File: config.mk
export PLATFORM = sky130hd
export DESIGN_NAME = framed_packet_receiver_top
export DESIGN_NICKNAME = d
export VERILOG_FILES = /design/src/rtl/fpr_pkg.sv /design/src/rtl/fpr_front.sv /design/src/rtl/fpr_back.sv /design/src/rtl/framed_packet_receiver_top.sv
export VERILOG_INCLUDE_DIRS = /design/src /design/src/rtl
export SDC_FILE = /design/constraint.sdc
export NUM_CORES = 1
export LEC_CHECK = 0
export BUFFER_PORTS_ARGS = -buffer_cell sky130_fd_sc_hd__buf_2
export CORE_MARGIN = 2
export CORE_UTILIZATION = 45
export DETAILED_ROUTE_END_ITERATION = 8
export GPL_TIMING_DRIVEN = 0
export PLACE_DENSITY = 0.64
export SYNTH_ARGS = -nofsm -noshare
export SYNTH_HDL_FRONTEND = slang
export SYNTH_SLANG_ARGS = --single-unit
export TNS_END_PERCENT = 100
File: constraint.sdc
create_clock -name clk -period 3.9 [get_ports clk]
set_input_delay 0 -clock clk [delete_from_list [all_inputs] [get_ports clk]]
set_output_delay 0 -clock clk [all_outputs]
set_load 0.005 [all_outputs]
File: src/rtl/assert_macros.svh
// assertion macros for the framed packet receiver
`ifndef ASSERT_MACROS_SVH
`define ASSERT_MACROS_SVH

`ifndef SYNTHESIS

`define ASSERT_NOW(lbl, clk, rst_n, expr) \
    lbl: assert property (@(posedge clk) disable iff (!rst_n) (expr)) \
        else $error("assertion failed");

`define ASSERT_IMPL(lbl, clk, rst_n, ante, cons) \
    lbl: assert property (@(posedge clk) disable iff (!rst_n) (ante) |-> (cons)) \
        else $error("assertion failed");

`define ASSERT_NEXT(lbl, clk, rst_n, ante, cons) \
    lbl: assert property (@(posedge clk) disable iff (!rst_n) (ante) |=> (cons)) \
        else $error("assertion failed");

`else

`define ASSERT_NOW(lbl, clk, rst_n, expr)
`define ASSERT_IMPL(lbl, clk, rst_n, ante, cons)
`define ASSERT_NEXT(lbl, clk, rst_n, ante, cons)

`endif

`endif

File: src/rtl/fpr_pkg.sv
// shared types, constants and helpers for the framed packet receiver
package fpr_pkg;

    localparam int PREAMBLE_LENGTH_DEF = 4;
    localparam int QUEUE_DEPTH = 4;
    localparam int QPTR_W = $clog2(QUEUE_DEPTH);
    localparam int QCNT_W = QPTR_W + 1;
    localparam int POS_W = 9;
    localparam int TICK_W = 17;

    typedef enum logic [1:0] {
        KIND_BYTE    = 2'd0,
        KIND_TICK    = 2'd1,
        KIND_RESTART = 2'd2,
        KIND_UNUSED  = 2'd3
    } kind_t;

    typedef enum logic [1:0] {
        OP_BYTE    = 2'd0,
        OP_TICK    = 2'd1,
        OP_RESTART = 2'd2,
        OP_NONE    = 2'd3
    } op_t;

    typedef enum logic [1:0] {
        ST_ACCEPT = 2'd0,
        ST_FAIL   = 2'd1,
        ST_OK     = 2'd2,
        ST_NONE   = 2'd3
    } status_t;

    typedef enum logic [1:0] {
        REG_LOCAL_ADDRESS = 2'd0,
        REG_TIMEOUT_TICKS = 2'd1,
        REG_AUTO_RESTART  = 2'd2,
        REG_UNUSED        = 2'd3
    } reg_index_t;

    typedef struct packed {
        op_t        op;
        logic [7:0] data;
    } cmd_t;

    typedef struct packed {
        status_t    status;
        logic [7:0] payload_byte;
        logic       payload_valid;
        logic [7:0] source_address;
        logic [7:0] payload_length;
    } res_t;

    typedef struct packed {
        logic [7:0]  local_address;
        logic [15:0] timeout_ticks;
        logic        auto_restart;
    } cfg_t;

    // sync pattern is 1, 2, 3, ... by position
    function automatic logic [7:0] sync_byte(input logic [2:0] idx);
        sync_byte = {5'd0, idx} + 8'd1;
    endfunction

endpackage

File: src/rtl/fpr_front.sv
// front end: classifies input words and queues them as commands
module fpr_front
    import fpr_pkg::*;
(
    input  logic       clk,
    input  logic       rst_n,
    input  logic       push,
    output logic       full,
    input  logic [1:0] kind,
    input  logic [7:0] rx_byte,
    output logic       cmd_valid,
    output cmd_t       cmd,
    input  logic       cmd_pop
);

    cmd_t              queue_mem [QUEUE_DEPTH];
    logic [QPTR_W-1:0] wr_ptr_reg;
    logic [QPTR_W-1:0] wr_ptr_next;
    logic [QPTR_W-1:0] rd_ptr_reg;
    logic [QPTR_W-1:0] rd_ptr_next;
    logic [QCNT_W-1:0] count_reg;
    logic [QCNT_W-1:0] count_next;
    logic              do_push;
    logic              do_pop;
    cmd_t              cmd_in;

    always_comb
    begin
        cmd_in.data = rx_byte;
        case (kind)
            KIND_BYTE:    cmd_in.op = OP_BYTE;
            KIND_TICK:    cmd_in.op = OP_TICK;
            KIND_RESTART: cmd_in.op = OP_RESTART;
            default:      cmd_in.op = OP_NONE;
        endcase
    end

    assign full      = (count_reg == QCNT_W'(QUEUE_DEPTH));
    assign cmd_valid = (count_reg != '0);
    assign cmd       = queue_mem[rd_ptr_reg];
    assign do_push   = push && !full;
    assign do_pop    = cmd_pop && cmd_valid;

    always_comb
    begin
        wr_ptr_next = do_push ? wr_ptr_reg + 1'b1 : wr_ptr_reg;
        rd_ptr_next = do_pop ? rd_ptr_reg + 1'b1 : rd_ptr_reg;
        count_next  = count_reg;
        if (do_push && !do_pop)
        begin
            count_next = count_reg + 1'b1;
        end
        else if (do_pop && !do_push)
        begin
            count_next = count_reg - 1'b1;
        end
    end

    always_ff @(posedge clk)
    begin
        if (do_push)
        begin
            queue_mem[wr_ptr_reg] <= cmd_in;
        end
    end

    always_ff @(posedge clk or negedge rst_n)
    begin
        if (!rst_n)
        begin
            wr_ptr_reg <= '0;
            rd_ptr_reg <= '0;
            count_reg  <= '0;
        end
        else
        begin
            wr_ptr_reg <= wr_ptr_next;
            rd_ptr_reg <= rd_ptr_next;
            count_reg  <= count_next;
        end
    end

endmodule

File: src/rtl/fpr_back.sv
// back end: frame state machine and result queue
module fpr_back
    import fpr_pkg::*;
#(
    parameter int PREAMBLE_LENGTH = PREAMBLE_LENGTH_DEF
)
(
    input  logic clk,
    input  logic rst_n,
    input  cfg_t cfg,
    input  logic cmd_valid,
    input  cmd_t cmd,
    output logic cmd_pop,
    output logic empty,
    input  logic pop,
    output res_t res
);

    localparam logic [POS_W-1:0] PRE_LEN = POS_W'(PREAMBLE_LENGTH);
    localparam logic [POS_W-1:0] PAY_OFS = POS_W'(PREAMBLE_LENGTH + 2);

    typedef enum logic [7:0] {
        PH_IDLE     = 8'b0000_0001,
        PH_PREAMBLE = 8'b0000_0010,
        PH_LENGTH   = 8'b0000_0100,
        PH_SOURCE   = 8'b0000_1000,
        PH_DEST     = 8'b0001_0000,
        PH_PAYLOAD  = 8'b0010_0000,
        PH_CHECK    = 8'b0100_0000,
        PH_STOPPED  = 8'b1000_0000
    } phase_t;

    phase_t             phase_reg;
    phase_t             phase_next;
    phase_t             phase_eff;
    logic [POS_W-1:0]   pos_reg;
    logic [POS_W-1:0]   pos_next;
    logic [7:0]         xor_reg;
    logic [7:0]         xor_next;
    logic [7:0]         len_reg;
    logic [7:0]         len_next;
    logic [7:0]         src_reg;
    logic [7:0]         src_next;
    logic [TICK_W-1:0]  tick_reg;
    logic [TICK_W-1:0]  tick_next;
    logic [POS_W-1:0]   pay_index;
    res_t               res_in;
    logic               rearm;

    res_t               res_mem [QUEUE_DEPTH];
    logic [QPTR_W-1:0]  wr_ptr_reg;
    logic [QPTR_W-1:0]  rd_ptr_reg;
    logic [QCNT_W-1:0]  count_reg;
    logic [QCNT_W-1:0]  count_next;
    logic               res_full;
    logic               do_pop;

    assign res_full = (count_reg == QCNT_W'(QUEUE_DEPTH));
    assign cmd_pop  = cmd_valid && !res_full;
    assign empty    = (count_reg == '0);
    assign do_pop   = pop && !empty;
    assign res      = res_mem[rd_ptr_reg];

    // payload byte index plus one, relative to first payload byte
    assign pay_index = pos_reg - PAY_OFS;

    always_comb
    begin
        phase_next           = phase_reg;
        phase_eff            = phase_reg;
        pos_next             = pos_reg;
        xor_next             = xor_reg;
        len_next             = len_reg;
        src_next             = src_reg;
        tick_next            = tick_reg;
        rearm                = 1'b0;
        res_in.status        = ST_NONE;
        res_in.payload_byte  = 8'd0;
        res_in.payload_valid = 1'b0;

        case (cmd.op)
            OP_BYTE:
            begin
                res_in.status = ST_ACCEPT;
                phase_eff = (phase_reg == PH_IDLE) ? PH_PREAMBLE : phase_reg;
                phase_next = phase_eff;
                case (phase_eff)
                    PH_PREAMBLE:
                    begin
                        if (pos_reg >= PRE_LEN || cmd.data != sync_byte(pos_reg[2:0]))
                        begin
                            res_in.status = ST_FAIL;
                        end
                        else if (pos_reg + POS_W'(1) >= PRE_LEN)
                        begin
                            phase_next = PH_LENGTH;
                        end
                    end
                    PH_LENGTH:
                    begin
                        len_next   = cmd.data;
                        phase_next = PH_SOURCE;
                    end
                    PH_SOURCE:
                    begin
                        src_next   = cmd.data;
                        phase_next = PH_DEST;
                    end
                    PH_DEST:
                    begin
                        if (cmd.data != cfg.local_address)
                        begin
                            res_in.status = ST_FAIL;
                        end
                        else
                        begin
                            phase_next = (len_reg == 8'd0) ? PH_CHECK : PH_PAYLOAD;
                        end
                    end
                    PH_PAYLOAD:
                    begin
                        res_in.payload_byte  = cmd.data;
                        res_in.payload_valid = 1'b1;
                        if (pay_index >= {1'b0, len_reg})
                        begin
                            phase_next = PH_CHECK;
                        end
                    end
                    PH_CHECK:
                    begin
                        res_in.status = (cmd.data == xor_reg) ? ST_OK : ST_FAIL;
                    end
                    default:
                    begin
                        res_in.status = ST_FAIL;
                    end
                endcase
                if (res_in.status == ST_ACCEPT)
                begin
                    xor_next = xor_reg ^ cmd.data;
                    pos_next = pos_reg + 1'b1;
                end
                else if (cfg.auto_restart)
                begin
                    rearm = 1'b1;
                end
                else
                begin
                    phase_next = PH_STOPPED;
                end
            end
            OP_TICK:
            begin
                if (phase_reg != PH_IDLE && phase_reg != PH_STOPPED)
                begin
                    tick_next = tick_reg + 1'b1;
                    if (tick_next > {1'b0, cfg.timeout_ticks})
                    begin
                        phase_next = PH_STOPPED;
                    end
                end
            end
            OP_RESTART:
            begin
                rearm = 1'b1;
            end
            default:
            begin
                rearm = 1'b0;
            end
        endcase

        res_in.source_address = src_next;
        res_in.payload_length = len_next;

        if (rearm)
        begin
            phase_next = PH_IDLE;
            pos_next   = '0;
            xor_next   = '0;
            len_next   = '0;
            src_next   = '0;
            tick_next  = '0;
        end
    end

    always_comb
    begin
        count_next = count_reg;
        if (cmd_pop && !do_pop)
        begin
            count_next = count_reg + 1'b1;
        end
        else if (do_pop && !cmd_pop)
        begin
            count_next = count_reg - 1'b1;
        end
    end

    always_ff @(posedge clk)
    begin
        if (cmd_pop)
        begin
            res_mem[wr_ptr_reg] <= res_in;
        end
    end

    always_ff @(posedge clk or negedge rst_n)
    begin
        if (!rst_n)
        begin
            phase_reg  <= PH_IDLE;
            pos_reg    <= '0;
            xor_reg    <= '0;
            len_reg    <= '0;
            src_reg    <= '0;
            tick_reg   <= '0;
            wr_ptr_reg <= '0;
            rd_ptr_reg <= '0;
            count_reg  <= '0;
        end
        else
        begin
            if (cmd_pop)
            begin
                phase_reg  <= phase_next;
                pos_reg    <= pos_next;
                xor_reg    <= xor_next;
                len_reg    <= len_next;
                src_reg    <= src_next;
                tick_reg   <= tick_next;
                wr_ptr_reg <= wr_ptr_reg + 1'b1;
            end
            if (do_pop)
            begin
                rd_ptr_reg <= rd_ptr_reg + 1'b1;
            end
            count_reg <= count_next;
        end
    end

endmodule

File: src/rtl/framed_packet_receiver_top.sv
// Throughput: one word per cycle on both sides unless a queue is full or empty; the
// frame state updates once per word in the back end, with four-entry queues between
// input, back end and results.
// Reset (rst_n low, asynchronous): receiver idle, queues empty, local_address 0,
// timeout_ticks 65535, auto_restart 1.
// top level of the framed packet receiver
`include "assert_macros.svh"

module framed_packet_receiver_top
    import fpr_pkg::*;
#(
    parameter int PREAMBLE_LENGTH = PREAMBLE_LENGTH_DEF
)
(
    input  logic        clk,
    input  logic        rst_n,
    input  logic        push,
    output logic        full,
    input  logic [1:0]  kind,
    input  logic [7:0]  rx_byte,
    output logic        empty,
    input  logic        pop,
    output logic [1:0]  status,
    output logic [7:0]  payload_byte,
    output logic        payload_valid,
    output logic [7:0]  source_address,
    output logic [7:0]  payload_length,
    input  logic        cfg_valid,
    output logic        cfg_ready,
    input  logic [1:0]  cfg_index,
    input  logic [15:0] cfg_data
);

    cfg_t cfg_reg;
    logic cmd_valid;
    cmd_t cmd;
    logic cmd_pop;
    res_t res;

    assign cfg_ready = 1'b1;

    always_ff @(posedge clk or negedge rst_n)
    begin
        if (!rst_n)
        begin
            cfg_reg.local_address <= 8'd0;
            cfg_reg.timeout_ticks <= 16'hFFFF;
            cfg_reg.auto_restart  <= 1'b1;
        end
        else if (cfg_valid && cfg_ready)
        begin
            case (cfg_index)
                REG_LOCAL_ADDRESS: cfg_reg.local_address <= cfg_data[7:0];
                REG_TIMEOUT_TICKS: cfg_reg.timeout_ticks <= cfg_data;
                REG_AUTO_RESTART:  cfg_reg.auto_restart  <= cfg_data[0];
                default:           cfg_reg               <= cfg_reg;
            endcase
        end
    end

    fpr_front u_front (
        .clk       (clk),
        .rst_n     (rst_n),
        .push      (push),
        .full      (full),
        .kind      (kind),
        .rx_byte   (rx_byte),
        .cmd_valid (cmd_valid),
        .cmd       (cmd),
        .cmd_pop   (cmd_pop)
    );

    fpr_back #(
        .PREAMBLE_LENGTH (PREAMBLE_LENGTH)
    ) u_back (
        .clk       (clk),
        .rst_n     (rst_n),
        .cfg       (cfg_reg),
        .cmd_valid (cmd_valid),
        .cmd       (cmd),
        .cmd_pop   (cmd_pop),
        .empty     (empty),
        .pop       (pop),
        .res       (res)
    );

    assign status         = res.status;
    assign payload_byte   = res.payload_byte;
    assign payload_valid  = res.payload_valid;
    assign source_address = res.source_address;
    assign payload_length = res.payload_length;

    `ASSERT_IMPL(a_payload_only_on_accept, clk, rst_n, !empty && payload_valid, status == ST_ACCEPT)
    `ASSERT_NEXT(a_pushed_word_queued, clk, rst_n, push && !full, cmd_valid)
    `ASSERT_IMPL(a_cmd_pop_has_word, clk, rst_n, cmd_pop, cmd_valid)

endmodule

==> results.json, run 1 <==
{
  "final_common_cell": "edfxtp_1",
  "power_density_nw_per_um2": 711,
  "required_ns": 4.32,
  "yosys_most_used_dff": "edfxtp_1",
  "post-cts-setup-buffer-count": 0,
  "worst_pin_slew_ns": 1.15,
  "synth_area_leaders": "edfxtp_1 (39%), dfrtp_1 (17%), mux4_2 (7.1%)",
  "dr_total_vias": 7224,
  "hpwl_microns": 16500,
  "clk_pin_slew_worst_paths_ns": 0.06,
  "fin_cells": 1337,
  "dp.cells": 1257,
  "yosysWarningCount": 0,
  "mostFrequentLayoutCells": "edfxtp_1 (148), dfrtp_1 (78), nand2_1 (73), buf_2 (68), inv_1 (52)",
  "status": "finished, final reports clean",
  "p_leak_nw": 5.31,
  "largest_reg_flops": 108,
  "hold_ws_ns": 0.0891,
  "ant_nets": 0,
  "async_flop_share": 0.396,
  "start_util": 0.457,
  "worst_setup_path_end_kind": "register",
  "drive_above_1_share": 0.219,
  "synth_top_area_share": 0.387,
  "gp_congestion": 0.864,
  "rsz0062_at_grt": "false",
  "ctsRootBufferMaster": "clkbuf_16",
  "fin_ws_ns": 0.168,
  "ys_seq_area_frac": 0.600,
  "finalHoldViolations": 0,
  "finalCritPeriodShare": 0.957,
  "worstSetupPathType": "reg -> reg",
  "place_area_sq_um": 12200,
  "finalPower_mw": 9.52,
  "drt_iter0_markers": 439,
  "utilization": 0.534,
  "avgViaCountPerCell": 5.40,
  "die_w_microns": 164,
  "overflow": 0,
  "insertedDiodeCount": 0,
  "die_y_microns": 164,
  "antenna_found_initial": 0,
  "port-buffer-count": 59,
  "cap_violations": 0,
  "crit_start": "u_back.tick_reg[0]$_DFFE_PN0P_",
  "clock_sinks": 245,
  "htree_levels": 1,
  "syn_to_final_growth_pct": 16.7,
  "ys_ff_latch": 245,
  "startpoint_type": "register",
  "yosysTopAreaCell": "edfxtp_1",
  "clkLatencyLatePin_ns": 0.54,
  "grt_pass1_vias": 7164,
  "synthCells": 867,
  "grt_max_degree": 57,
  "critPathArrivalTime_ns": 4.15,
  "num_rows": 58,
  "clock.fmax_mhz": 268,
  "drc": 0,
  "relSlewSlack": 0.234,
  "place_ws_ns": -0.141,
  "die-area_sq_um": 26800,
  "stdcell_area_sq_um": 13400,
  "final.min_clock_period_ns": 3.73,
  "first_pass_iters": 5,
  "ios": 63,
  "synth.cell_area_sq_um": 11500,
  "grt_usage": 0.185,
  "cts_tree": "yes",
  "grt_pass1_wl_microns": 38700,
  "setup_tns_ns": 0,
  "nNetsFinal": 1059,
  "ir_drop_uv": 456,
  "synth_nets": 940,
  "postSynthAreaPerCell_sq_um": 13.2,
  "setup_viol": 0,
  "yosysUniqueCellTypes": 67,
  "min_path_type": "in -> async",
  "numCtsBuffers": 27,
  "synth_edf_count": 148,
  "slew_violations": 0,
  "regToRegStartpoint": "u_back.tick_reg[0]$_DFFE_PN0P_",
  "critPathMaxFanout": 9,
  "wl_per_cell_microns": 18.0,
  "coreArea_sq_um": 25100,
  "skew_ns": 0.0197,
  "wl_microns": 24000,
  "cts_buffer_depth": 3
}
[cells in the mapped netlist, types with 20 or more instances]
library cell  number
inv_1             52
clkbuf_1          21
nor2_1            47
edfxtp_1         148
dfrtp_1           79
nand2_1           73
mux4_2            36
xnor2_1           32
o21ai_0           31
xor2_1            24
o21ai_1           24
a21oi_1           20
ha_1              38
mux2_2            31
[power by group]
group	leakage [nW]	total (mW)	internal, mW	switching (mW)
clock network	0.408	2.37	1.38	0.998
logic	2.27	3.37	1.34	2.04
registers	2.63	3.77	3.53	0.239
[logic make-up (layout without fill, tap and decap cells)]
family | count (synthesis) | count (layout) | share of synthesized area
compound gates | 155 | 155 | 0.0864
xor+xnor | 56 | 56 | 0.0427
fa+ha+maj | 40 | 40 | 0.0449
buf+inv | 90 | 230 | 0.0325
flops | 245 | 245 | 0.600
mux | 70 | 70 | 0.104
other cells | 1 | 1 | 0.000327
simple gates | 210 | 210 | 0.0891
[final cells by class]
type | instances | area, sq um
tap | 330 | 413
timing repair buffer | 91 | 628
multi-input combinational | 532 | 4260
sequential | 245 | 6900
inverter | 53 | 199
clock buffer | 34 | 722
clock inverter | 16 | 113
fill | 2151 | 11700
buffer | 36 | 170
[layer usage]
layer | part of all wire | track usage | vias to the layer above | routed length (microns)
met3 | 0.041 | 0.0230 | 37 | 987
met1 | 0.47 | 0.265 | 3576 | 11200
met5 | 0 | 0 | - | 0
met4 | 0.022 | 0.0486 | 0 | 528
li1 | - | - | 3454 | -
met2 | 0.47 | 0.300 | 157 | 11300
[worst max-delay path, stage by stage, from the launching register on]
cell and delay, ns:
dfrtp_2 0.44, ha_2 0.25, nand3_2 0.18, nor4_4 0.34, nand4_1 0.18, xnor2_2 0.18, ha_1 0.32, a21o_1 0.16
a21o_1 0.18, nor2_1 0.09, o2111ai_1 0.17, a211o_1 0.37, nor2b_1 0.14, buf_2 0.18, a31o_2 0.25, and3b_1 0.17
[timing repair]
item	4_1_cts	5_1_grt
hold buffers	31	0
gates resized for setup	3	5
endpoints found under the hold margin	122	0
endpoints found under the setup margin	8	6
[final timing paths]
kind / slack [ns] / cells after the start / endpoint
setup / recovery: 0.17 / 15 / u_back.phase_reg[1]$_DFFE_PN0P_
hold / removal: 0.09 / 2 / u_back.tick_reg[10]$_DFFE_PN0P_
setup reg to reg: 0.17 / 15 / u_back.phase_reg[1]$_DFFE_PN0P_
hold reg to reg: 0.49 / 1 / u_front.count_reg[2]$_DFFE_PN0P_
max in group asynchronous: 3.09 / 3 / cfg_reg[15]$_DFFE_PN1P_
min in group clk: 0.09 / 4 / u_front.wr_ptr_reg[0]$_DFFE_PN0P_
Note: power is estimated with default switching activity, not from simulation.
==> run 2, diff against run 1 <==
--- a/config.mk
+++ b/config.mk
@@ -11,7 +11,7 @@
 export CORE_UTILIZATION = 45
 export DETAILED_ROUTE_END_ITERATION = 8
 export GPL_TIMING_DRIVEN = 0
-export PLACE_DENSITY = 0.64
+export PLACE_DENSITY = 0.66
 export SYNTH_ARGS = -nofsm -noshare
 export SYNTH_HDL_FRONTEND = slang
 export SYNTH_SLANG_ARGS = --single-unit
==> constraint.sdc (replaced) <==
create_clock -name clk -period 3.2 [get_ports clk]
set_input_delay 0 -clock clk [delete_from_list [all_inputs] [get_ports clk]]
set_output_delay 0 -clock clk [all_outputs]
set_load 0.005 [all_outputs]
==> results.json, run 2 (synthesized netlist as in run 1, its figures left out) <==
{
  "status": "finished with violations",
  "violations": "setup timing",
  "ff_latch_area_sq_um": 6900,
  "cap_violations": 0,
  "power_density_nw_per_um2": 869,
  "grt_pass1_wl_microns": 39500,
  "die-area_sq_um": 26800,
  "first_pass_iters": 5,
  "min_path_type": "in -> async",
  "setup_viol": 7,
  "drc": 0,
  "wl_microns": 24400,
  "p_sw_mw": 4.07,
  "regToRegStartpoint": "u_back.tick_reg[0]$_DFFE_PN0P_",
  "clock.fmax_mhz": 304,
  "rr_worst_depth": 15,
  "cts_buffer_depth": 3,
  "ios": 63,
  "clkLatencyLatePin_ns": 0.54,
  "die_y_microns": 164,
  "critPathArrivalTime_ns": 3.76,
  "cts_tree": "yes",
  "final_common_cell": "edfxtp_1",
  "die_w_microns": 164,
  "wl_per_cell_microns": 18.1,
  "pwr-share-seq": 0.385,
  "clk_pin_slew_worst_paths_ns": 0.06,
  "finalPower_mw": 11.9,
  "rsz0062_at_grt": "true",
  "fin_ws_ns": -0.0889,
  "syn_to_final_growth_pct": 19.7,
  "dr_total_vias": 7349,
  "p_leak_nw": 5.50,
  "port-buffer-count": 59,
  "relSlewSlack": 0.200,
  "nFillCells": 2098,
  "worst_setup_path_end_kind": "register",
  "startpoint_type": "register",
  "final.min_clock_period_ns": 3.29,
  "ir_drop_uv": 587,
  "insertedDiodeCount": 0,
  "critPathMaxFanout": 5,
  "utilization": 0.547,
  "worstSetupPathType": "reg -> reg",
  "mostFrequentLayoutCells": "edfxtp_1 (148), dfrtp_1 (78), nand2_1 (73), buf_2 (67), inv_1 (52)",
  "num_rows": 58,
  "avgViaCountPerCell": 5.44,
  "htree_levels": 1,
  "grt_usage": 0.188,
  "slew_violations": 0,
  "hpwl_microns": 16600,
  "start_util": 0.457,
  "worst_pin_slew_ns": 1.20,
  "ant_nets": 0,
  "swShare": 0.340,
  "ctsRootBufferMaster": "clkbuf_16",
  "largest_reg_flops": 108,
  "drive_above_1_share": 0.254,
  "clock_sinks": 245,
  "nNetsFinal": 1075,
  "place_ws_ns": -0.518,
  "p_comb_frac": 0.363,
  "gp_congestion": 0.863,
  "finalHoldViolations": 0,
  "multi_input_area_sq_um": 4410,
  "skew_ns": 0.0175,
  "crit_start": "u_back.tick_reg[0]$_DFFE_PN0P_",
  "required_ns": 3.67,
  "p_clk_frac": 0.252,
  "coreArea_sq_um": 25100,
  "overflow": 0,
  "antenna_found_initial": 0,
  "grt_max_degree": 51,
  "numCtsBuffers": 26,
  "p_int_mw": 7.88,
  "finalCritPeriodShare": 1.03,
  "grt_pass1_vias": 7490,
  "drt_iter0_markers": 500
}
-- run 2: changes by cell type in the layout (fill, tap and decap cells not counted), moves of 3 or more --
| cell | delta |
|---|---|
| buf_6 | +3 |
| o21ai_1 | +3 |
| o21ai_0 | -6 |
| nor2_1 | -3 |
| buf_4 | +14 |
-- run 2: power by group through the flow --
stage	registers (mW)	logic [mW]	clock network [mW]
2_1_floorplan	4.56	2.83	0
3_3_place_gp	4.63	4.06	0
3_5_place_dp	4.68	4.12	0
4_1_cts	4.60	4.32	3.07
5_1_grt	4.68	4.76	3.21
6_report	4.60	4.34	3.01
-- run 2: cell type report --
type                       count  share of cell area
inverter                      53              0.0146
tap                          330              0.0300
timing repair buffer         108              0.0563
buffer                        36              0.0132
clock inverter                15              0.0120
multi-input combinational    532               0.321
sequential                   245               0.502
clock buffer                  33              0.0514
-- run 2: path summary, 6_finish.rpt --
path,slack (ns),to
worst max-delay path,-0.09,u_back.phase_reg[1]$_DFFE_PN0P_
worst min-delay path,0.07,u_back.pos_reg[8]$_DFFE_PN0P_
worst max register to register,-0.09,u_back.phase_reg[1]$_DFFE_PN0P_
worst min register to register,0.49,u_back.xor_reg[3]$_DFFE_PN0P_
max in group asynchronous,2.45,cfg_reg[14]$_DFFE_PN1P_
min in group clk,0.10,u_front.wr_ptr_reg[0]$_DFFE_PN0P_
-- run 2: repair_timing --
item	4_1_cts	5_1_grt
setup endpoints to repair	138	90
gates resized for setup	27	26
cloned	0	0
hold buffers	31	0
pin swaps	15	12
hold endpoints to repair	144	0
setup buffers	13	4
-- run 2: worst max-delay path, cell delays in order (launching register included) --
cell and delay, ns:
dfrtp_2 0.42, ha_4 0.17, nand3_4 0.10, nor4_4 0.29
nand4_1 0.18, xnor2_2 0.18, ha_1 0.30, a21o_1 0.19
a21o_1 0.18, a31oi_1 0.19, a21oi_1 0.09, a211o_1 0.31
buf_4 0.15, nand4b_1 0.18, o21bai_1 0.14, and3b_1 0.16
-- run 2: layer usage --
| layer | wire, microns | global-route usage |
|---|---|---|
| met5 | 0 | 0 |
| met4 | 440 | 0.0435 |
| met3 | 1250 | 0.0306 |
| met2 | 11900 | 0.317 |
| met1 | 10800 | 0.255 |
-- run 2: stage by stage --
stage | TNS [ns] | hold WS [ns] | cell area (sq um) | cells
floorplan | 0 | -0.296 | 11500 | 867
global placement | -48.85 | 0.212 | 12200 | 1256
detailed placement | -49.03 | 0.0833 | 12200 | 1257
CTS | -0.124 | 0.0677 | 13600 | 1348
global route | -1.47 | 0.117 | 13700 | 1352
finish | -0.280 | 0.0685 | 13700 | 1352
